## config.mk

```make
export PLATFORM = sky130hd
export DESIGN_NAME = aocs_best_sel
export DESIGN_NICKNAME = d
export VERILOG_FILES = /design/src/aocs_pkg.sv /design/src/aocs_best_sel.sv
export SDC_FILE = /design/constraint.sdc
export NUM_CORES = 1
export LEC_CHECK = 0
export BUFFER_PORTS_ARGS = -buffer_cell sky130_fd_sc_hd__clkbuf_2
export CORE_ASPECT_RATIO = 0.5
export CORE_UTILIZATION = 48
export CTS_CLUSTER_DIAMETER = 100
export DETAILED_ROUTE_END_ITERATION = 8
export HOLD_SLACK_MARGIN = 0.1
export PLACE_DENSITY = 0.77
export REMOVE_ABC_BUFFERS = 1
export SLEW_MARGIN = 40
export SYNTH_ARGS = -nofsm -noshare
export SYNTH_HDL_FRONTEND = slang
export SYNTH_SLANG_ARGS = --single-unit
```

## constraint.sdc

```tcl
create_clock -name clk -period 4.8 [get_ports clk]
set_input_delay 0.48 -clock clk [delete_from_list [all_inputs] [get_ports clk]]
set_output_delay 0.48 -clock clk [all_outputs]
set_load 0.02 [all_outputs]
```

## src/aocs_pkg.sv

```systemverilog
`timescale 1ns / 1ps
// aocs_pkg: opcodes, status codes, default sizes and shared types of the
// A* open/closed store. No dependencies.
package aocs_pkg;

	localparam int OPEN_SLOTS_DEF = 256;
	localparam int NODE_COUNT_DEF = 4096;

	localparam int ID_W   = 12;
	localparam int COST_W = 32;
	localparam int AGE_W  = 32;

	typedef enum logic [2:0] {
		OP_ADD_OPEN   = 3'd0,
		OP_ADD_CLOSED = 3'd1,
		OP_REM_OPEN   = 3'd2,
		OP_REM_CLOSED = 3'd3,
		OP_POP        = 3'd4,
		OP_FIND_OPEN  = 3'd5,
		OP_FIND_CLOSED = 3'd6,
		OP_CLEAR      = 3'd7
	} opcode_t;

	localparam logic [2:0] ST_OK       = 3'd0;
	localparam logic [2:0] ST_IGNORED  = 3'd1;
	localparam logic [2:0] ST_NOTFOUND = 3'd2;
	localparam logic [2:0] ST_FULL     = 3'd3;
	localparam logic [2:0] ST_INLIST   = 3'd4;

	localparam logic [1:0] MEM_NONE   = 2'd0;
	localparam logic [1:0] MEM_OPEN   = 2'd1;
	localparam logic [1:0] MEM_CLOSED = 2'd2;

	localparam logic [1:0] FLAG_NONE   = 2'd0;
	localparam logic [1:0] FLAG_OPEN   = 2'd1;
	localparam logic [1:0] FLAG_CLOSED = 2'd2;

	typedef struct packed {
		logic              have;
		logic [ID_W-1:0]   node;
		logic [COST_W-1:0] cost;
		logic [AGE_W-1:0]  age;
	} best_t;

endpackage

```

## src/aocs_best_sel.sv

```systemverilog
`timescale 1ns / 1ps
// aocs_best_sel: running minimum over a slot scan, cheapest cost first,
// most recent age on a tie. Depends on aocs_pkg.
module aocs_best_sel #(
	parameter int SW = 8
) (
	input  logic                      clk,
	input  logic                      arst_n,
	input  logic                      start,
	input  logic                      en,
	input  logic                      slot_v,
	input  logic [aocs_pkg::ID_W-1:0]   node,
	input  logic [aocs_pkg::COST_W-1:0] cost,
	input  logic [aocs_pkg::AGE_W-1:0]  age,
	input  logic [SW-1:0]             idx,
	output aocs_pkg::best_t           best,
	output logic [SW-1:0]             best_idx
);

	logic                       have_q;
	logic [aocs_pkg::ID_W-1:0]   node_q;
	logic [aocs_pkg::COST_W-1:0] cost_q;
	logic [aocs_pkg::AGE_W-1:0]  age_q;
	logic [SW-1:0]         idx_q;
	logic [aocs_pkg::AGE_W-1:0] age_d;
	logic                  newer;
	logic                  take;

	assign age_d = age - age_q;
	assign newer = (age_d != '0) && !age_d[aocs_pkg::AGE_W-1];
	assign take  = en && slot_v && (!have_q || cost < cost_q ||
		(cost == cost_q && newer));

	always_ff @(posedge clk or negedge arst_n) begin
		if (!arst_n) begin
			have_q <= 1'b0;
		end else if (start) begin
			have_q <= 1'b0;
		end else if (take) begin
			have_q <= 1'b1;
		end
	end

	always_ff @(posedge clk) begin
		if (take) begin
			node_q <= node;
			cost_q <= cost;
			age_q  <= age;
			idx_q  <= idx;
		end
	end

	assign best     = {have_q, node_q, cost_q, age_q};
	assign best_idx = idx_q;

endmodule

```

After elaboration in Yosys (flattened, before gate mapping)
Index checks and enable logic that the tools add are counted.

storage, ports and cells
  register bits = 85
  output and inout bits = 85
  word-level logic and storage cells = 20

cells by class
  $add $sub $neg = 1
  order comparisons = 1
  equal/unequal tests = 1
  multiplexer cells = 2
  reduce and logical (&&, ||, !) cells = 10

operator list
  cell                         count
  equality test 32 bit         1
  less-than comparator 32 bit  1
  nonzero test 32 bit          1
  subtractor 32 bit            1
  logical AND 1 bit            4
  zero test 1 bit              2
  logical OR 1 bit             2
  2-to-1 mux 1 bit             2
  nonzero test 2 bit           1

Longest topological paths before layout
  word-level depth = 8
  mapped depth = 12

Worst setup path after synthesis
OpenSTA, ideal clock, no wires.

  path kind = flip-flop to flip-flop
  start point = register age_q[0] in the netlist's numbering
  end point = register age_q[0] in the netlist's numbering, enable pin
  data arrival time = 4516 ps
  required time = 3977 ps
  setup slack = -539 ps
  cell stages (with the launch flop) = 12
  buffers on the path = 0
  period minus slack after synthesis = 5339 ps
  cell sequence = edfxtp_1 -> ha_1 -> fa_1 -> nand2b_1 -> a211oi_2 -> nand3b_1 -> o311ai_0 -> a2111oi_2 -> nand4_1 -> or4_1 -> o41ai_1 -> nand2_1

on the way
  word-level cells in the longest chain between the ends = 6
  elaborated cells between the ends (all ways) = 7

RTL lines
  item                                                    RTL line             source
  start, declared                                         aocs_best_sel.sv:23  logic [aocs_pkg::AGE_W-1:0] age_q;
  start signal, assigned                                  aocs_best_sel.sv:48  age_q <= age;
  subtractor 32 bit (*)                                   aocs_best_sel.sv:29  assign age_d = age - age_q;
  nonzero test 32 bit or zero test 1 bit (tied branches)  aocs_best_sel.sv:30  assign newer = (age_d != '0) && !age_d[aocs_pkg::AGE_W-1];
  logical AND 1 bit (*)                                   aocs_best_sel.sv:30
  logical AND 1 bit (*)                                   aocs_best_sel.sv:32  (cost == cost_q && newer));
  logical OR 1 bit (*)                                    aocs_best_sel.sv:31  assign take = en && slot_v && (!have_q || cost < cost_q ||
  logical AND 1 bit (*)                                   aocs_best_sel.sv:31
  net take                                                aocs_best_sel.sv:27  logic take;

The timed path passes the listed nets; every way through them passes the cells marked *.
A chain may end at the register's enable or synchronous reset.

Final worst setup path
  start point = register age_q[0] in the netlist's numbering
  end point = register cost_q[13] in the netlist's numbering, enable pin

on the way
  word-level cells in the longest chain between the ends = 6
  elaborated cells between the ends (all ways) = 7

RTL lines
  item                                                    RTL line             source
  subtractor 32 bit (*)                                   aocs_best_sel.sv:29
  nonzero test 32 bit or zero test 1 bit (tied branches)  aocs_best_sel.sv:30
  logical AND 1 bit (*)                                   aocs_best_sel.sv:30
  logical AND 1 bit (*)                                   aocs_best_sel.sv:32
  logical OR 1 bit (*)                                    aocs_best_sel.sv:31
  logical AND 1 bit (*)                                   aocs_best_sel.sv:31
  net take                                                aocs_best_sel.sv:27
  end signal, assigned                                    aocs_best_sel.sv:47  cost_q <= cost;
  end, declared                                           aocs_best_sel.sv:22  logic [aocs_pkg::COST_W-1:0] cost_q;

Marks and branches as above.

==> impl_metrics.toml <==
[outcome]
status = "complete, no violations"

[power]
power.leakage_nw = 3.31
power_switching_w = 0.000627
ir_drop_uv = 154
power.total_w = 0.00203
seqPwrFrac_pct = 42.8
power_frac_clock_pct = 32.9
powerDensity_nw_per_um2 = 286
power.internal_w = 0.00141
p_comb_share_pct = 24.3
swShare_pct = 30.9

[synth]
synth_area_leader_cell = "edfxtp_1"
avgSynthCellArea_um2 = 10.3
synth-async-reset-ratio_pct = 1.18
synth_area_um2 = 5840
yosysSeqAreaShare_pct = 43.6
synth_seq_cells = 85
synth_top_area_share_pct = 43.2
synth_warnings = 0
syn_inst = 569
synth_common_cells = "edfxtp_1 (84), inv_1 (76), ha_1 (63)"
synth-edff-count = 84
synthFlopType = "edfxtp_1"
ys_types = 75
yosysMostFrequentCell = "edfxtp_1"
synthTopCellsByArea = "edfxtp_1 (43%), ha_1 (13%), inv_1 (4.9%), a21oi_1 (3.2%), nand2_1 (2.8%)"

[global_route]
grt_pass1_vias = 4456
grt_overflow = 0
grt_max_degree = 57
antenna_found_initial = 0
track_usage_pct = 22.9
grt_first_pass_wirelength_um = 22200

[die]
die_h_um = 80.0
rows = 28
initial_utilization_pct = 49.3
die_x_um = 158
core-area_um2 = 11800
ios = 174
dieArea_um2 = 12600

[placed_design]
hpwl_um = 11600
io_buffers = 173
place_ws_ns = 0.406
post-place-cells = 891
gp_routability_congestion = 0.964

[timing]
period_minus_slack_ns = 4.27
fin_setup_tns_ns = 0
setup_viol = 0
hold_ws_ns = 0.278
relSlewSlack_pct = 58.4
rsz0062_at_grt = "no"
fin_skew_ns = 0.00582
fin_ws_ns = 0.535
worstMarginPinSlew_ns = 0.617
slew_violations = 0
hold_viol = 0
fmax_mhz = 234
fin_crit_sh_pct = 88.9

[cts]
clkSinkCount = 85
cts_tree = "built"
numCtsBuffers = 9
cts_setup_buffers = 0
htree_num_levels = 3
path_clk_slew_ns = 0.07
clk_path_buf_depth = 2
root_buffer = "clkbuf_16"
clk_latency_ns = 0.35

[route]
drt-initial-drc-count = 451
viasPerCell = 5.49
antenna_left = 0
drt_first_pass_iters = 5
drt_wl_total_um = 14500
drc = 0
wl_per_cell_um = 16.0
vias = 4987

[final_layout]
seq_area_um2 = 2550
fillCellCount = 1070
fin_cells = 908
multiInputGateArea_um2 = 2870
antennaDiodeCount = 0
final_nets = 891
drive_gt1_share_pct = 29.1
area_growth_pct = 21.6

[worst_setup_path]
cp.arrival_ns = 4.33
path_class = "flop to flop"
path_buf_inv = 1
required_ns = 4.87
crit_path_max_incr_delay_ns = 0.57
crit_chain = "ha_1 > fa_1 > nand2b_1 > a211oi_2 > nand2b_1 > a21oi_1 > o311ai_0 > nand4_1 > or4_1 > o41ai_1 > nand2_4 > buf_4"
cp_max_fo = 28
start_kind = "flop"
cp-end-kind = "flop"
critPathTopFamily = "compound AO/OA/AOI/OAI gates"
slowest_stage = "or4_1"
cpMostUsedCell = "nand2b_1"

[flow_run]
timing.max_cap.violations = 0

[min_path]
holdCritPathClass = "primary input to flop"
power groups by stage:
stage                     registers [W]  logic [W]  clock network, W
after floorplan                0.000930   0.000286                 0
after global placement         0.000886   0.000483                 0
after detailed placement       0.000887   0.000486                 0
after CTS                      0.000871   0.000489          0.000681
after global routing           0.000875   0.000542          0.000706
final                          0.000871   0.000493          0.000669
metal layers:
metal / global-route usage (%) / part of all wire (%) / vias to the layer above
met4: 4.42 / 1.0 / 0
met5: 0 / 0 / -
met1: 32.4 / 48 / 2339
met2: 36.4 / 45 / 166
met3: 4.40 / 5.9 / 18
li1: - / - / 2464
cell type report:
| class | instances | share of cell area (%) |
|---|---|---|
| multi-input cells | 389 | 40.4 |
| flip-flops and latches | 85 | 35.9 |
| repair buffers | 177 | 12.8 |
| inverters | 76 | 4.02 |
| clock buffers | 9 | 3.17 |
| well taps | 165 | 2.91 |
| clock inverters | 7 | 0.775 |
path summary, 6_finish.rpt:
path / startpoint / to / slack [ns] / depth (start not counted)
worst max-delay path: age_q[0] / cost_q[13] / 0.53 / 12
worst min-delay path: start / have_q / 0.28 / 2
worst min register to register: have_q / have_q / 0.58 / 2
min in group asynchronous: arst_n / have_q / 0.44 / 2
worst max register to register: age_q[0] / cost_q[13] / 0.53 / 12
max in group asynchronous: arst_n / have_q / 4.27 / 2
logic make-up (layout without fill, tap and decap cells):
logic type,Yosys count,in the layout,synth area share [%]
xor+xnor,12,12,1.80
buf+inv,95,269,7.35
mux,5,5,0.879
simple gates,147,147,12.9
fa+ha+maj,64,64,13.8
flops,85,85,43.6
compound gates,161,161,19.6
through the flow:
step	util, %	instance area, um2
3_5_place_dp	57.5	6810
3_3_place_gp	57.5	6810
4_1_cts	60.0	7100
2_1_floorplan	-	5700
5_1_grt	60.0	7100
6_report	60.0	7100
registers in the layout (all words and copies together), names as in the netlist:
name and count:
node_q 12, have_q 1, cost_q 32, best_idx 8
age_q 32
layout by cell type (no fill, tap or decap), types with 6 or more instances in the layout:
cell type,n
or3_1,6
o21ai_1,8
nand3_1,12
a21o_1,15
o21a_1,13
clkbuf_2,173
o21ai_0,23
nor2_1,27
a21oi_1,37
edfxtp_1,84
nor3_1,9
xnor2_1,11
nand2b_1,6
nand2_1,43
nand4_1,17
clkbuf_16,9
inv_1,76
ha_1,63
repair_timing:
action                    in CTS  in global routing
resized for setup              0                  0
hold endpoints to repair       1                  0
hold buffers                   1                  0
Power figures use the tool's default switching activity.
